<file path="config.mk">
export PLATFORM = sky130hd
export DESIGN_NAME = rtcm3_frame_deframer_crc24q_unit
export DESIGN_NICKNAME = d
export VERILOG_FILES = /design/src/rdf_pkg.sv /design/src/rdf_front.sv /design/src/rdf_queue.sv /design/src/rdf_back.sv /design/src/rtcm3_frame_deframer_crc24q_unit.sv
export SDC_FILE = /design/constraint.sdc
export NUM_CORES = 1
export LEC_CHECK = 0
export ABC_AREA = 1
export BUFFER_PORTS_ARGS = -buffer_cell sky130_fd_sc_hd__clkbuf_2
export CORE_MARGIN = 2
export CORE_UTILIZATION = 55
export DETAILED_ROUTE_END_ITERATION = 10
export PLACE_DENSITY = 0.73
export SETUP_SLACK_MARGIN = 0.4
export SYNTH_ARGS = -nofsm -noshare
export SYNTH_HDL_FRONTEND = slang
export SYNTH_SLANG_ARGS = --single-unit
</file>
<file path="constraint.sdc">
create_clock -name clk -period 4.2 [get_ports clk]
set_clock_uncertainty 0.2 [all_clocks]
set_input_delay 0.84 -clock clk [delete_from_list [all_inputs] [get_ports clk]]
set_output_delay 0.84 -clock clk [all_outputs]
set_load 0.01 [all_outputs]
</file>
<file path="src/rdf_pkg.sv">
// Shared types, constants and the CRC-24Q byte step for the RTCM3 deframer.
package rdf_pkg;

  localparam logic [7:0]  PREAMBLE   = 8'hD3;
  localparam logic [24:0] CRC_POLY   = 25'h1864CFB;
  localparam logic [9:0]  CRC_BYTES  = 10'd3;
  localparam logic [1:0]  TYPE_BYTES = 2'd2;

  localparam int QDEPTH = 4;
  localparam int QAW    = $clog2(QDEPTH);

  typedef enum logic [2:0] {
    PH_HUNT    = 3'd0,
    PH_LEN_HI  = 3'd1,
    PH_LEN_LO  = 3'd2,
    PH_PAYLOAD = 3'd3,
    PH_CRC     = 3'd4
  } phase_t;

  // What the back end has to do with a byte.
  typedef enum logic [2:0] {
    OP_PASS    = 3'd0,
    OP_PRE     = 3'd1,
    OP_LEN_HI  = 3'd2,
    OP_LEN_LO  = 3'd3,
    OP_PAYLOAD = 3'd4,
    OP_CRC     = 3'd5
  } op_t;

  // Which part of the message type a byte feeds.
  typedef enum logic [1:0] {
    TP_NONE = 2'd0,
    TP_HI   = 2'd1,
    TP_LO   = 2'd2
  } type_pos_t;

  // Select codes for the expected CRC byte, most significant first.
  localparam logic [1:0] CSEL_HI  = 2'd3;
  localparam logic [1:0] CSEL_MID = 2'd2;

  typedef struct packed {
    logic [7:0] data;
    op_t        op;
    type_pos_t  type_pos;
    logic [1:0] crc_sel;
    logic       last;
  } entry_t;

  function automatic logic [23:0] crc24q_step(input logic [23:0] crc, input logic [7:0] b);
    logic [24:0] c;
    c = {1'b0, crc ^ {b, 16'h0000}};
    for (int i = 0; i < 8; i++) begin
      c = {c[23:0], 1'b0};
      if (c[24]) begin
        c = c ^ CRC_POLY;
      end
    end
    return c[23:0];
  endfunction

endpackage

</file>
<file path="src/rdf_front.sv">
// Front end: accepts input beats, tracks frame structure and tags each byte.
module rdf_front (
  input  logic           clk,
  input  logic           rst_n,
  input  logic           in_tvalid,
  input  logic [7:0]     in_tdata,
  input  logic           q_ready,
  output logic           push,
  output rdf_pkg::entry_t entry
);
  import rdf_pkg::*;

  phase_t     phase_r, phase_nxt;
  logic [9:0] left_r, left_nxt;
  logic [1:0] len_hi_r, len_hi_nxt;
  logic [1:0] ofs_r, ofs_nxt;
  logic       accept;
  logic [9:0] len_full;
  logic [1:0] ofs_inc;

  assign accept   = in_tvalid && q_ready;
  assign push     = accept;
  assign len_full = {len_hi_r, in_tdata};
  assign ofs_inc  = (ofs_r == TYPE_BYTES) ? ofs_r : ofs_r + 2'd1;

  always_comb begin
    phase_nxt  = phase_r;
    left_nxt   = left_r;
    len_hi_nxt = len_hi_r;
    ofs_nxt    = ofs_r;
    if (accept) begin
      case (phase_r)
        PH_LEN_HI: begin
          len_hi_nxt = in_tdata[1:0];
          phase_nxt  = PH_LEN_LO;
        end
        PH_LEN_LO: begin
          if (len_full == 10'd0) begin
            left_nxt  = CRC_BYTES;
            phase_nxt = PH_CRC;
          end else begin
            left_nxt  = len_full;
            phase_nxt = PH_PAYLOAD;
          end
        end
        PH_PAYLOAD: begin
          ofs_nxt = ofs_inc;
          if (left_r == 10'd1) begin
            left_nxt  = CRC_BYTES;
            phase_nxt = PH_CRC;
          end else begin
            left_nxt = left_r - 10'd1;
          end
        end
        PH_CRC: begin
          ofs_nxt  = ofs_inc;
          left_nxt = left_r - 10'd1;
          if (left_r == 10'd1) begin
            phase_nxt = PH_HUNT;
          end
        end
        default: begin
          phase_nxt = PH_HUNT;
          if (in_tdata == PREAMBLE) begin
            phase_nxt  = PH_LEN_HI;
            left_nxt   = 10'd0;
            len_hi_nxt = 2'd0;
            ofs_nxt    = 2'd0;
          end
        end
      endcase
    end
  end

  always_comb begin
    entry.data     = in_tdata;
    entry.op       = OP_PASS;
    entry.type_pos = TP_NONE;
    entry.crc_sel  = left_r[1:0];
    entry.last     = 1'b0;
    case (phase_r)
      PH_LEN_HI:  entry.op = OP_LEN_HI;
      PH_LEN_LO:  entry.op = OP_LEN_LO;
      PH_PAYLOAD: entry.op = OP_PAYLOAD;
      PH_CRC: begin
        entry.op   = OP_CRC;
        entry.last = (left_r == 10'd1);
      end
      default:    entry.op = (in_tdata == PREAMBLE) ? OP_PRE : OP_PASS;
    endcase
    if (phase_r == PH_PAYLOAD || phase_r == PH_CRC) begin
      if (ofs_r == 2'd0) begin
        entry.type_pos = TP_HI;
      end else if (ofs_r == 2'd1) begin
        entry.type_pos = TP_LO;
      end
    end
  end

  always_ff @(posedge clk) begin
    if (!rst_n) begin
      phase_r  <= PH_HUNT;
      left_r   <= '0;
      len_hi_r <= '0;
      ofs_r    <= '0;
    end else begin
      phase_r  <= phase_nxt;
      left_r   <= left_nxt;
      len_hi_r <= len_hi_nxt;
      ofs_r    <= ofs_nxt;
    end
  end

endmodule

</file>
<file path="src/rdf_queue.sv">
// Short queue of tagged bytes between the front and back ends.
module rdf_queue (
  input  logic            clk,
  input  logic            rst_n,
  input  logic            push,
  input  rdf_pkg::entry_t push_entry,
  output logic            ready,
  input  logic            pop,
  output logic            valid,
  output rdf_pkg::entry_t head
);
  import rdf_pkg::*;

  entry_t         q_r [QDEPTH];
  logic [QAW-1:0] wr_r, rd_r;
  logic [QAW:0]   cnt_r, cnt_nxt;
  logic           do_push, do_pop;

  assign ready   = (cnt_r != QDEPTH[QAW:0]);
  assign valid   = (cnt_r != '0);
  assign head    = q_r[rd_r];
  assign do_push = push && ready;
  assign do_pop  = pop && valid;

  always_comb begin
    cnt_nxt = cnt_r;
    if (do_push && !do_pop) begin
      cnt_nxt = cnt_r + 1'b1;
    end else if (do_pop && !do_push) begin
      cnt_nxt = cnt_r - 1'b1;
    end
  end

  always_ff @(posedge clk) begin
    if (do_push) begin
      q_r[wr_r] <= push_entry;
    end
  end

  always_ff @(posedge clk) begin
    if (!rst_n) begin
      wr_r  <= '0;
      rd_r  <= '0;
      cnt_r <= '0;
    end else begin
      cnt_r <= cnt_nxt;
      if (do_push) begin
        wr_r <= wr_r + 1'b1;
      end
      if (do_pop) begin
        rd_r <= rd_r + 1'b1;
      end
    end
  end

endmodule

</file>
<file path="src/rdf_back.sv">
// Back end: runs the CRC, gathers type and length, and drives the output register.
module rdf_back (
  input  logic            clk,
  input  logic            rst_n,
  input  logic            q_valid,
  input  rdf_pkg::entry_t q_head,
  output logic            q_pop,
  output logic            out_tvalid,
  input  logic            out_tready,
  output logic [31:0]     out_tdata,
  output logic            out_tuser,
  output logic            out_tlast
);
  import rdf_pkg::*;

  logic [23:0] crc_r, crc_nxt;
  logic        mism_r, mism_nxt;
  logic [11:0] type_r, type_nxt;
  logic [9:0]  len_r, len_nxt;
  logic [7:0]  b, expect_byte;
  logic        miss, fend;

  logic        vld_r;
  logic [7:0]  byte_r;
  logic        inf_r, end_r, ok_r;
  logic [11:0] msg_r;
  logic [9:0]  plen_r;

  assign b     = q_head.data;
  assign q_pop = q_valid && (!vld_r || out_tready);
  assign fend  = (q_head.op == OP_CRC) && q_head.last;
  assign miss  = (b != expect_byte);

  always_comb begin
    case (q_head.crc_sel)
      CSEL_HI:  expect_byte = crc_r[23:16];
      CSEL_MID: expect_byte = crc_r[15:8];
      default:  expect_byte = crc_r[7:0];
    endcase
  end

  always_comb begin
    crc_nxt  = crc_r;
    mism_nxt = mism_r;
    len_nxt  = len_r;
    type_nxt = type_r;
    case (q_head.op)
      OP_PRE: begin
        crc_nxt  = crc24q_step(24'h000000, b);
        mism_nxt = 1'b0;
        len_nxt  = '0;
        type_nxt = '0;
      end
      OP_LEN_HI: begin
        crc_nxt = crc24q_step(crc_r, b);
        len_nxt = {b[1:0], 8'h00};
      end
      OP_LEN_LO: begin
        crc_nxt = crc24q_step(crc_r, b);
        len_nxt = {len_r[9:8], b};
      end
      OP_PAYLOAD: crc_nxt = crc24q_step(crc_r, b);
      OP_CRC:     mism_nxt = mism_r | miss;
      default:    crc_nxt = crc_r;
    endcase
    case (q_head.type_pos)
      TP_HI:   type_nxt = {b, 4'h0};
      TP_LO:   type_nxt = {type_r[11:4], b[7:4]};
      default: type_nxt = type_nxt;
    endcase
  end

  always_ff @(posedge clk) begin
    if (!rst_n) begin
      crc_r  <= '0;
      mism_r <= 1'b0;
      type_r <= '0;
      len_r  <= '0;
      vld_r  <= 1'b0;
    end else begin
      if (q_pop) begin
        crc_r  <= crc_nxt;
        mism_r <= mism_nxt;
        type_r <= type_nxt;
        len_r  <= len_nxt;
        vld_r  <= 1'b1;
      end else if (out_tready) begin
        vld_r  <= 1'b0;
      end
    end
  end

  always_ff @(posedge clk) begin
    if (q_pop) begin
      byte_r <= b;
      inf_r  <= (q_head.op != OP_PASS);
      end_r  <= fend;
      ok_r   <= fend && !mism_nxt;
      msg_r  <= fend ? type_nxt : 12'h000;
      plen_r <= fend ? len_r : 10'h000;
    end
  end

  assign out_tvalid = vld_r;
  assign out_tdata  = {1'b0, plen_r, msg_r, ok_r, byte_r};
  assign out_tuser  = inf_r;
  assign out_tlast  = end_r;

endmodule

</file>
<file path="src/rtcm3_frame_deframer_crc24q_unit.sv">
// Top level of the RTCM3 deframer with CRC-24Q check.
//
//   channel | direction | bits                         | meaning
//   in_     | slave     | tdata[7:0]                   | one stream byte per beat
//   out_    | master    | tdata[31:0], tuser, tlast    | byte with frame status
//
// One byte is accepted per cycle while the tag queue has room, and each produces exactly one output beat.
// An accepted byte passes through the tag queue into the output register, and its result
// is taken from that register. The CRC byte step and the counters are computed combinationally.
// A stalled output fills the four-entry tag queue; in_tready drops only when it is full.
// Reset is synchronous and active low; no clearing pass is needed.
module rtcm3_frame_deframer_crc24q_unit (
  input  logic        clk,
  input  logic        rst_n,
  input  logic        in_tvalid,
  output logic        in_tready,
  input  logic [7:0]  in_tdata,   // [7:0] data_byte
  output logic        out_tvalid,
  input  logic        out_tready,
  output logic [31:0] out_tdata,  // [7:0] out_byte, [8] crc_ok, [20:9] msg_type,
                                  // [30:21] payload_len, [31] zero
  output logic        out_tuser,  // [0] in_frame
  output logic        out_tlast   // frame_end
);
  import rdf_pkg::*;

  entry_t push_entry, head;
  logic   push, q_ready, q_valid, q_pop;

  assign in_tready = q_ready;

  rdf_front u_front (
    .clk       (clk),
    .rst_n     (rst_n),
    .in_tvalid (in_tvalid),
    .in_tdata  (in_tdata),
    .q_ready   (q_ready),
    .push      (push),
    .entry     (push_entry)
  );

  rdf_queue u_queue (
    .clk        (clk),
    .rst_n      (rst_n),
    .push       (push),
    .push_entry (push_entry),
    .ready      (q_ready),
    .pop        (q_pop),
    .valid      (q_valid),
    .head       (head)
  );

  rdf_back u_back (
    .clk        (clk),
    .rst_n      (rst_n),
    .q_valid    (q_valid),
    .q_head     (head),
    .q_pop      (q_pop),
    .out_tvalid (out_tvalid),
    .out_tready (out_tready),
    .out_tdata  (out_tdata),
    .out_tuser  (out_tuser),
    .out_tlast  (out_tlast)
  );

endmodule

</file>
* After elaboration in Yosys (flattened, before gate mapping) *
Memory sizes are Yosys's and may differ from the RTL's. A register that Yosys moved wholly into a read port is not among the register bits.
Cells that the tools add are included.

word-level totals
  register bits after elaboration = 105
  bits in writable memories = 64
  bits of input ports = 12
  output and inout port bits = 36
  logic and storage cells = 210
  memories = 1

cells by class
  add/subtract/negate cells = 6
  eq/ne operators = 22
  muxes and demuxes = 90
  bitwise operators = 36
  reductions and logical operators = 36

memories
  name         words  bits a word  read ports  clocked after Yosys merged registers in  wr ports  line             text
  u_queue.q_r  4      16           1           1                                        1         rdf_queue.sv:14  entry_t q_r [QDEPTH];

operator list
  operator                                             number
  two-way mux 24 bit                                   58
  NOT 13 bit                                           30
  case mux 24 bit (4 select lines)                     1
  case mux 10 bit (4 select lines)                     1
  two-way mux 10 bit                                   3
  case mux 10 bit (3 select lines)                     1
  case mux 12 bit (2 select lines)                     1
  case mux 3 bit (4 select lines)                      2
  bitwise XOR 24 bit                                   1
  case mux 8 bit (2 select lines)                      1
  two-way mux 3 bit                                    5
  two-way mux 2 bit                                    7
  == test 3 x 2 -> 1 bit (second input constant)       4
  two-way mux 12 bit                                   1
  AND reduction 3 bit                                  4
  == test 10 x 1 -> 1 bit (second input constant)      1
  logical NOT 10 bit                                   1
  nonzero test 2 bit                                   5
  subtractor 10 x 1 -> 10 bit (second input constant)  1
  == test 3 bit (second input constant)                3
  nonzero test 3 bit                                   3
  == test 2 bit (second input constant)                4
  == test 8 bit (second input constant)                1
  logical AND 1 bit                                    8
  22 further kinds                                     43

* Logic depth before layout (Yosys ltp) *
Gate-level depths: netlist (run 1).

  depth in word-level cells = 25
  mapped depth = 22
  mapped depth without buffers = 21

* Cells and area by module *
Synthesis (run 1) repeated with hierarchy kept, for this count alone.

second synthesis, totals
  cells, all modules = 1082
  area total of the unflattened synthesis = 9217.6 µm²

modules (own cells, without submodules)
  module     instances  cells an instance  area an instance (µm²)  sequential area each (µm²)
  rdf_back   1          647                5001.0                  1951.9
  rdf_queue  1          222                2847.7                  2102.0
  rdf_front  1          213                1368.8                  340.3

* Worst setup path before layout (run 1) *
Ideal clock, no wire load.

  path kind = input-to-reg
  start = in out_tready
  end = reg u_back.crc_r[19]
  setup time = 125 ps
  data arrival time = 2969 ps
  required time = 3875 ps
  setup slack = 906 ps
  stages = 8
  path buffers = 3
  path through = nor2_1 a31oi_1 clkbuf_1 a21oi_4 inv_2 buf_2 buf_2 a31oi_1

between the ends
  cells in the longest elaborated chain, start to end = 3

ends and longest elaborated chain
  what                                  line                                    text
  start: declaration                    rtcm3_frame_deframer_crc24q_unit.sv:19  input logic out_tready,
  logical OR 1 bit                      rdf_back.sv:30                          assign q_pop = q_valid && (!vld_r || out_tready);
  logical AND 1 bit                     rdf_back.sv:30
  named net q_pop                       rtcm3_frame_deframer_crc24q_unit.sv:28  logic push, q_ready, q_valid, q_pop;
  AND reduction 2 bit (no source line)  --
  end signal: assignment                rdf_back.sv:82                          crc_r <= crc_nxt;
  end: declaration                      rdf_back.sv:16                          logic [23:0] crc_r, crc_nxt;

The timed path passes the listed nets, and every way through them passes these cells.
A chain may end at the register's enable or synchronous reset.

==> implementation parameters, run 1 <==
Parameter                              Value

Die
  Die Height    134 µm
  Die ar.    0.0180 mm²
  Core Region    0.0166 mm²
  # IOs    48
  Standard-cell rows    47
  Starting density of the core    56.2%
  Die W    134 µm

Hold path
  Hold Path Sink    u_back.len_r[6]
  Cell count of the worst hold path    2
  Origin of the worst min-delay path    u_back.len_r[6]
  HP Class    register to register

Route
  Sum of routed wire length over all layers    21,600 µm
  DRC violation count after routing    0
  Drt pass-1 iters    5
  Detailed-route vias per instance    5.45
  Number of violations reported at the end of detailed-routing iteration 0    754
  Avg WL per Cell    16.2 µm
  Vias post-DR    7,303
  Residual antenna-violating net count after detailed routing    0

Placement
  Cells after DPL    1,303
  DPL Wire Length    14,600 µm
  Global placer's final weighted congestion    0.932
  Setup WS pre-CTS    0.588 ns
  Number of I/O port buffers    46

Synthesis
  Post-Syn Area    0.00932 mm²
  Number of storage elements in the synthesis netlist    171
  Synthesized netlist net count    1,088
  Post-synthesis async set-or-reset flop share    0%
  Count of distinct cell types in the synthesized netlist    53
  Yosys warns    0
  Avg Synthesized Cell Area    8.77 µm²
  Commonest register cell after synthesis    edfxtp_1
  Sequential share of the synthesized area    47.2%
  Synthesized instance count    1,063
  Post-synth EDFFs    97

Timing
  Total of endpoints with negative setup slack in the final report    0
  Total negative slack for setup checks    0 ns
  Slew @ Worst Pin    0.682 ns
  WHS    0.264 ns
  Minimum clock period    3.46 ns
  Number of max-slew violations in the final report    0
  Worst setup margin    0.744 ns
  Final cycle utilization of the critical path    82.3%
  Setup repair after global routing missed its margin    false
  Top achievable clock speed    289 MHz
  Final hold viol count    0
  Tightest slew margin relative to the limit    54.5%

Global routing
  Antenna violations before repair    0
  Global-route wire length before repair    34,800 µm
  Via count of the first global-routing pass    6,974
  Maximum number of pins on one net before global-route repair    43
  Total Routing Usage GR    24.7%
  Total grt overflow    0

Worst setup path
  Reg-to-reg setup timing slack    0.74 ns
  R2R depth    15
  Worst Path Arrival    3.59 ns
  Critical Path Sink Type    register
  Critical Path RT    4.33 ns
  Number of buffer and inverter stages on the critical path    3
  Worst-path cell chain    clkinvlp_4, buf_4, nand3_1, nand2_2, xor2_2, nand3_2, nand3_1, nand3_1, nand3_2, nand2_4, or2_2, nand3_1, nand3_1, nand3_1, inv_1
  Cell with the largest stage delay on the worst path    dfxtp_1
  Largest fanout on the critical path    12
  Kind of cell adding the most delay to the critical path    simple AND/OR/NAND/NOR gates
  Category of the most critical setup path    register to register
  Crit path top cell by count    nand3_1
  Reg-to-reg critical path endpoint    u_back.crc_r[5]
  Max incr delay on CP    0.74 ns
  Element type at the critical path start    register

Final layout
  Number of nets in the final layout    1,131
  # diodes    0
  Layout area overhead    10.8%
  Multi-input logic area    0.00415 mm²
  Final cell count without fillers    1,339
  Filler cell count in the final layout    1,404
  Storage element area    0.00439 mm²
  Fraction of layout instances using a drive strength above 1    17.0%

Run status
  Result of the run    finished, final reports clean

Run
  Max-cap violation count    0

CTS
  CTS Buf Count    17
  Buffer depth of the longest clock path    2
  Latest clock arrival within the worst-skew pair    0.44 ns
  CTS Root Cell    clkbuf_16
  Max H-tree Level    4
  Clock-pin transition on the worst setup and hold timing paths    0.07 ns
  Clock sinks    171
  CTS tree    yes
## routing by layer
layer / vias up / global-route usage, % / share of wire [%]
met5: - / 0 / 0
met4: 0 / 10.7 / 3.2
met3: 56 / 4.16 / 5.4
met2: 246 / 42.5 / 49
met1: 3411 / 30.7 / 42
li1: 3590 / - / -
## worst max-delay path by stage
stage | cells after the start | endpoint | slack (ns) | from
global route | 15 | u_back.crc_r[6] | 0.51 | register
CTS | 17 | u_back.crc_r[5] | 0.58 | register
floorplan | 8 | u_back.crc_r[19] | 0.91 | out_tready
global placement | 15 | u_back.crc_r[0] | 0.67 | register
finish | 15 | u_back.crc_r[5] | 0.74 | register
detailed placement | 14 | u_back.crc_r[5] | 0.59 | register
## placed cells by master, fill, tap and decap left out, types with 44 or more instances in the layout
cell	count
clkbuf_2	46
xor2_1	44
nand2_1	195
a21oi_1	63
nor2_1	66
o21ai_0	62
nand3_1	68
inv_1	137
dfxtp_1	74
edfxtp_1	97
## Yosys cell counts (all sizes together) (6+ instances only)
| cell type | count | area share, % |
|---|---|---|
| nand2 | 231 | 11 |
| inv | 148 | 6.0 |
| edfxtp | 97 | 31 |
| nand3 | 92 | 6.9 |
| dfxtp | 74 | 16 |
| o21ai | 70 | 3.8 |
| nor2 | 68 | 2.8 |
| a21oi | 65 | 3.7 |
| xor2 | 49 | 5.4 |
| buf | 23 | 1.7 |
| xnor2 | 22 | 2.4 |
| o22ai | 16 | 1.1 |
| or2 | 16 | 1.1 |
| clkbuf | 15 | 0.60 |
| a31oi | 14 | 0.94 |
| ha | 12 | 1.6 |
| nor3 | 9 | 0.54 |
| nand4 | 6 | 0.40 |
| o211ai | 6 | 0.48 |
## logic make-up after synthesis
family	synth area share [%]
buffers and inverters	8.50
XOR/XNOR	7.80
other	0.0402
AND/OR/NAND/NOR	23.4
AO/OA/AOI/OAI	11.3
adder cells (fa/ha/maj)	1.83
flip-flops	47.2
## repair_timing
action,in CTS,in global routing
buffers inserted,0,3
resized for setup,0,2
hold buffers,0,0
setup endpoints to repair,0,11
## area by class of cell
class	instances	share of cell area (%)
Timing Repair inverter	1	0.0727
Tap cell	220	2.67
Timing Repair Buffer	61	3.32
Sequential cell	171	42.5
Inverter	152	5.59
Clock inverter	15	1.54
Clock buffer	17	4.12
Multi-Input combinational cell	702	40.2
## stage by stage
stage	utilization (%)	area, µm²
CTS	62.1	10300
global route	62.3	10300
floorplan	-	9320
finish	62.3	10300
global placement	58.5	9710
detailed placement	58.5	9710
## registers in the layout, indices dropped and copies added, names as in the netlist, 2 cells and up, named ones only
signal / flops
u_back.msg_r: 12
u_queue.cnt_r: 3
u_front.phase_r: 3
u_back.len_r: 10
u_queue.rd_r: 2
u_back.byte_r: 8
u_queue.q_r: 64
u_queue.wr_r: 2
u_front.ofs_r: 2
u_back.type_r: 12
u_back.plen_r: 10
u_front.left_r: 10
u_front.len_hi_r: 2
u_back.crc_r: 24
## worst register-to-register path: cells and delay by family (launching register included)
family / cells / cell delay [ns]
AND/OR/NAND/NOR: 11 / 1.50
flip-flops: 1 / 0.74
buffers and inverters: 3 / 0.47
XOR/XNOR: 1 / 0.44
Power of run 1 is not shown: default switching activity piles up to over one toggle a cycle in this logic, so the estimate is an artifact.
==> run 2, diff against run 1 <==
Settings changed: ABC_AREA 1 to 0.
Clock period 4.2 ns to 3.5 ns, I/O delays scaled along.
==> run 2 against run 1 <==
- first-iteration DRC count fell by 19%
- utilization rose by 1.3 points
- global-route usage down 1.5 points
- register-to-register slack lost 0.45 ns
- flip-flop and latch count unchanged
- final cell count fell by 25%
- critical path type unchanged
- highest routed layer unchanged
==> implementation parameters, run 2 <==
Parameter                              Value

Run status
  Result of the run    finished, final reports clean

Global routing
  Total grt overflow    0
  Antenna violations before repair    0
  Maximum number of pins on one net before global-route repair    38
  Total Routing Usage GR    23.2%
  Met1 track demand over resource    29.3%
  M3 GR Usage    4.76%
  Met2 track utilization from global routing    39.9%
  Global-route wire length before repair    29,400 µm
  Layer carrying the most global-route usage    met2
  Via count of the first global-routing pass    5,758

Worst setup path
  Max incr delay on CP    0.58 ns
  Largest fanout on the critical path    16
  Element type at the critical path start    register
  Category of the most critical setup path    register to register
  Number of buffer and inverter stages on the critical path    1
  R2R depth    7
  Critical Path RT    3.64 ns
  Reg-to-reg setup timing slack    0.30 ns
  Kind of cell adding the most delay to the critical path    XOR/XNOR gates
  Worst-path cell chain    mux4_2, buf_4, xnor2_1, xnor3_2, nor2b_1, or4_1, a31oi_1
  Worst Path Arrival    3.34 ns
  Reg-to-reg critical path endpoint    u_back.crc_r[3]
  Cell with the largest stage delay on the worst path    mux4_2
  Critical Path Sink Type    register

Die
  Die Height    128 µm
  # IOs    48
  Standard-cell rows    45
  Core Region    0.0151 mm²
  Die W    128 µm
  Starting density of the core    56.1%
  Die ar.    0.0165 mm²

Final layout
  Number of nets in the final layout    831
  Fraction of layout instances using a drive strength above 1    18.1%
  Final cell count without fillers    1,007
  Register name with the most flops    u_queue.q_r
  Storage element area    0.00440 mm²
  Layout area overhead    13.3%
  Multi-input logic area    0.00389 mm²
  Most common cell after layout, fill and taps aside    edfxtp_1
  # diodes    0
  Flip-flop count of the largest register after layout    64
  Largest registers in the final layout    u_queue.q_r (64), u_back.crc_r (24)
  Most frequent cells in the layout    97 x edfxtp_1, 89 x nor2_1, 72 x dfxtp_1
  Filler cell count in the final layout    1,147

Placement
  Cells after DPL    969
  DPL Wire Length    12,800 µm
  Number of I/O port buffers    46
  Global placer's final weighted congestion    0.917

Synthesis
  Area share of the leading cell type in the synthesized netlist    34.3%
  Sequential share of the synthesized area    51.7%
  Synth area leader    edfxtp_1
  Cells taking the most area after synthesis    edfxtp_1 34%, dfxtp_1 17%, xnor2_1 7.2%, mux4_2 4.2%, nor2_1 3.9%
  Post-synth EDFFs    97
  Count of distinct cell types in the synthesized netlist    60
  Most repeated cell in the gate-level netlist after synthesis    edfxtp_1
  Avg Synthesized Cell Area    11.2 µm²
  Commonest register cell after synthesis    edfxtp_1
  Post-synthesis async set-or-reset flop share    0%
  Post-Syn Area    0.00850 mm²
  Most instantiated cells after synthesis    97 x edfxtp_1, 89 x nor2_1, 74 x dfxtp_1
  Yosys warns    0
  Synthesized netlist net count    785
  Number of storage elements in the synthesis netlist    171
  Synthesized instance count    760

Route
  Detailed-route vias per instance    5.95
  Residual antenna-violating net count after detailed routing    0
  Number of violations reported at the end of detailed-routing iteration 0    608
  Drt pass-1 iters    5
  DRC violation count after routing    0
  Avg WL per Cell    18.5 µm
  Vias post-DR    5,989
  Sum of routed wire length over all layers    18,600 µm

Power
  IR drop worst, VDD    713 µV
  Cell Pwr Density    1140 mW/mm²
  Leakage component of the power    3.57 nW

CTS
  CTS tree    yes
  Hold_buf cts    0
  Buffer depth of the longest clock path    2
  Latest clock arrival within the worst-skew pair    0.43 ns
  Clock sinks    171
  Max H-tree Level    4
  CTS Buf Count    17
  CTS Root Cell    clkbuf_16
  Clock-pin transition on the worst setup and hold timing paths    0.06 ns

Hold path
  Cell count of the worst hold path    2
  HP Class    register to register
  Origin of the worst min-delay path    u_back.out_tvalid
  Hold Path Sink    u_back.out_tvalid

Timing
  Setup repair after global routing missed its margin    true
  Total of endpoints with negative setup slack in the final report    0
  Slew @ Worst Pin    0.868 ns
  Number of max-slew violations in the final report    0
  Minimum clock period    3.20 ns
  Final cycle utilization of the critical path    91.6%
  Top achievable clock speed    312 MHz
  Total negative slack for setup checks    0 ns
  Final hold viol count    0
  Tightest slew margin relative to the limit    42.1%

Run
  Max-cap violation count    0
==> run 2: changes by cell type in the layout (fill, tap and decap cells not counted), sizes merged, moves of 17 or more <==
cell,before,now
and2,1,19
o21ai,70,25
buf,15,33
nand2,231,53
a22oi,5,44
mux4,0,17
a21oi,65,42
inv,155,16
nor2,68,89
nand3,92,6
xnor2,22,72
==> run 2: layout make-up <==
cell class | count | share of cell area, %
Clock buffer | 24 | 5.11
Clock inverter | 8 | 0.611
Inverter | 16 | 0.624
Multi-Input combinational cell | 521 | 40.4
Sequential cell | 171 | 45.7
Tap cell | 188 | 2.44
Timing Repair Buffer | 79 | 5.17
==> run 2: cells by family after synthesis <==
logic type,count (synthesis),share of synthesized area [%]
buffers and inverters,69,3.49
multiplexers,30,5.92
XOR/XNOR,117,14.4
adder cells (fa/ha/maj),13,2.00
other,1,0.0441
AND/OR/NAND/NOR,216,11.7
AO/OA/AOI/OAI,143,10.8
flip-flops,171,51.7
==> run 2: stage by stage <==
step | utilization [%] | power (W) | instance area, µm² | hold slack, ns | setup slack (ns)
floorplan | - | 0.00764 | 8500 | 0.257 | 0.371
global placement | 59.1 | 0.00886 | 8950 | 0.252 | 0.169
detailed placement | 59.1 | 0.00900 | 8950 | 0.270 | 0.164
CTS | 63.0 | 0.0108 | 9550 | 0.278 | 0.419
global route | 63.6 | 0.0116 | 9630 | 0.302 | 0.233
finish | 63.6 | 0.0110 | 9630 | 0.272 | 0.296
==> run 2: worst register-to-register path, stage by stage (launching register included) <==
cell and delay [ns]:
dfxtp_4 0.41, mux4_2 0.58, buf_4 0.26, xnor2_1 0.38, xnor3_2 0.36, nor2b_1 0.19, or4_1 0.53, a31oi_1 0.21
==> run 2: worst max path at each step <==
stage                  start         endpoint  slack [ns]  depth (start not counted)
finish              register  u_back.crc_r[3]        0.30                          7
global route        register  u_back.crc_r[3]        0.23                          7
CTS                 register  u_back.crc_r[3]        0.42                          7
detailed placement  register    u_back.mism_r        0.16                          9
global placement    register    u_back.mism_r        0.17                          9
floorplan           register  u_back.crc_r[3]        0.37                          8
==> run 2: layer usage <==
layer  up-vias  wire [µm]
li1       2784          -
met2       218       9340
met5         -          0
met4         0        328
met1      2950       7990
met3        37        972
==> run 2: power by group <==
| part | internal, W | switching [W] |
|---|---|---|
| combinational | 0.00302 | 0.00328 |
| sequential | 0.00263 | 0.000306 |
| clock | 0.000986 | 0.000748 |
==> run 2: repair_timing <==
item | CTS | global route
setup buffers | 2 | 3
resized for setup | 7 | 8
setup endpoints to repair | 41 | 13
gates cloned | 0 | 1
No activity file was read; power rests on OpenSTA's default activity.
==> run 3, diff against run 2 <==
Settings changed: CORE_UTILIZATION 55 to 60, PLACE_DENSITY 0.73 to 0.79.
==> run 3 against run 2 <==
- sequential power fell by 2%
- cell area rose by 1.5%
- flip-flop and latch count did not move
- wire length rose by 2.9%
- final cell count rose by 0.30%
- critical path type unchanged
==> implementation parameters, run 3 (synthesis results as in run 2) <==
Parameter                              Value

CTS
  Clock-pin transition on the worst setup and hold timing paths    0.07 ns
  Latest clock arrival within the worst-skew pair    0.43 ns
  CTS Buf Count    17
  Buffer depth of the longest clock path    2
  CTS tree    yes
  Hold_buf cts    0
  CTS Root Cell    clkbuf_16
  Clock sinks    171
  Max H-tree Level    4

Die
  Die ar.    0.0151 mm²
  Starting density of the core    61.2%
  Die Height    123 µm
  Die W    123 µm
  Core Region    0.0139 mm²
  Standard-cell rows    43
  # IOs    48

Worst setup path
  Number of buffer and inverter stages on the critical path    3
  Max incr delay on CP    0.56 ns
  Kind of cell adding the most delay to the critical path    simple AND/OR/NAND/NOR gates
  Element type at the critical path start    register
  Largest fanout on the critical path    7
  Category of the most critical setup path    register to register
  Critical Path Sink Type    register
  Worst Path Arrival    3.25 ns
  Worst-path cell chain    buf_12, buf_6, mux4_2, buf_4, xnor2_2, xnor3_2, nor2b_1, or4_1, a31oi_1
  Reg-to-reg setup timing slack    0.41 ns
  Cell with the largest stage delay on the worst path    mux4_2
  Critical Path RT    3.66 ns

Power
  Comb power frac    58.7%
  Cell Pwr Density    1200 mW/mm²
  Switching Power    0.00451 W
  Switching Fraction    38.6%
  Leakage component of the power    3.68 nW
  IR drop worst, VDD    838 µV
  Clock network fraction of total power    16.7%
  Part of the power in registers    24.6%
  Design internal power    0.00718 W

Placement
  Number of I/O port buffers    46
  Setup WS pre-CTS    0.174 ns
  DPL Wire Length    12,600 µm
  Global placer's final weighted congestion    0.945

Hold path
  HP Class    register to register
  Origin of the worst min-delay path    u_back.out_tvalid

Run
  Max-cap violation count    0

Final layout
  Filler cell count in the final layout    964
  # diodes    0
  Flip-flop count of the largest register after layout    64
  Most frequent cells in the layout    97 x edfxtp_1, 89 x nor2_1, 72 x dfxtp_1
  Number of nets in the final layout    843
  Fraction of layout instances using a drive strength above 1    19.3%
  Most common cell after layout, fill and taps aside    edfxtp_1
  Post-layout utilization of the core    70.4%
  Layout area overhead    15.0%
  Register name with the most flops    u_queue.q_r
  Largest registers in the final layout    u_queue.q_r (64), u_back.crc_r (24)

Global routing
  Maximum number of pins on one net before global-route repair    38
  Total grt overflow    0
  Antenna violations before repair    0
  Total Routing Usage GR    25.9%
  Global-route wire length before repair    29,200 µm
  Via count of the first global-routing pass    5,799

Route
  Detailed-route vias per instance    5.93
  Sum of routed wire length over all layers    19,200 µm
  DRC violation count after routing    0
  Residual antenna-violating net count after detailed routing    0
  Number of violations reported at the end of detailed-routing iteration 0    433
  Drt pass-1 iters    5
  Avg WL per Cell    19.0 µm
  Vias post-DR    5,990

Timing
  Minimum clock period    3.09 ns
  Final cycle utilization of the critical path    88.2%
  WHS    0.284 ns
  Slew @ Worst Pin    0.866 ns
  Top achievable clock speed    324 MHz
  Total negative slack for setup checks    0 ns
  Final hold viol count    0
  Tightest slew margin relative to the limit    42.2%
  Number of max-slew violations in the final report    0
  Worst setup margin    0.414 ns
  Total of endpoints with negative setup slack in the final report    0
  Setup repair after global routing missed its margin    true

Run status
  Result of the run    finished, final reports clean
## run 3: cell count changes in the layout (fill, tap and decap cells not counted), sizes merged
cell      change
buf          +13
bufinv        +2
clkinv        -1
clkinvlp      -2
mux4          -1
## run 3: repair_timing
action                     CTS  global route
gates resized for setup      6            11
pin swaps                    2             7
setup buffers                8             6
setup endpoints to repair    7            17
## run 3: metrics by stage
step / cells / power [W] / instance area [µm²]
finish: 1010 / 0.0117 / 9780
global route: 1010 / 0.0123 / 9780
CTS: 1004 / 0.0113 / 9690
detailed placement: 965 / 0.00910 / 8980
global placement: 965 / 0.00898 / 8980
floorplan: 760 / 0.00764 / 8500
## run 3: routing by layer
layer,up-vias,global-route usage (%),share of wire [%]
met4,0,10.7,2.7
met2,230,44.4,51
met1,2921,31.5,41
met3,41,6.04,6.0
met5,-,0,0
li1,2798,-,-
## run 3: tightest hold or removal path: stages (launching register included)
cell and delay (ns):
dfxtp_1 0.33, nand2_1 0.06, a21oi_1 0.05
## run 3: worst paths after layout
path,to,cells after the start
worst max-delay path,u_back.crc_r[3],9
worst min-delay path,u_back.out_tvalid,2
worst max register to register,u_back.crc_r[3],9
worst min register to register,u_back.out_tvalid,2
## run 3: final cells by class
cell class | instances | area [µm²] | area share [%]
sequential | 171 | 4400 | 45.0
timing repair buffer | 92 | 612 | 6.26
multi-input combinational | 520 | 3860 | 39.5
tap | 180 | 225 | 2.30
clock buffer | 24 | 514 | 5.26
clock inverter | 7 | 98.8 | 1.01
inverter | 16 | 60.1 | 0.614
## run 3: power by group through the flow
stage | registers, W | clock network [W] | logic [W]
floorplan | 0.00292 | 0 | 0.00473
global placement | 0.00288 | 0 | 0.00610
detailed placement | 0.00290 | 0 | 0.00620
CTS | 0.00287 | 0.00197 | 0.00650
global route | 0.00292 | 0.00204 | 0.00733
finish | 0.00287 | 0.00196 | 0.00686
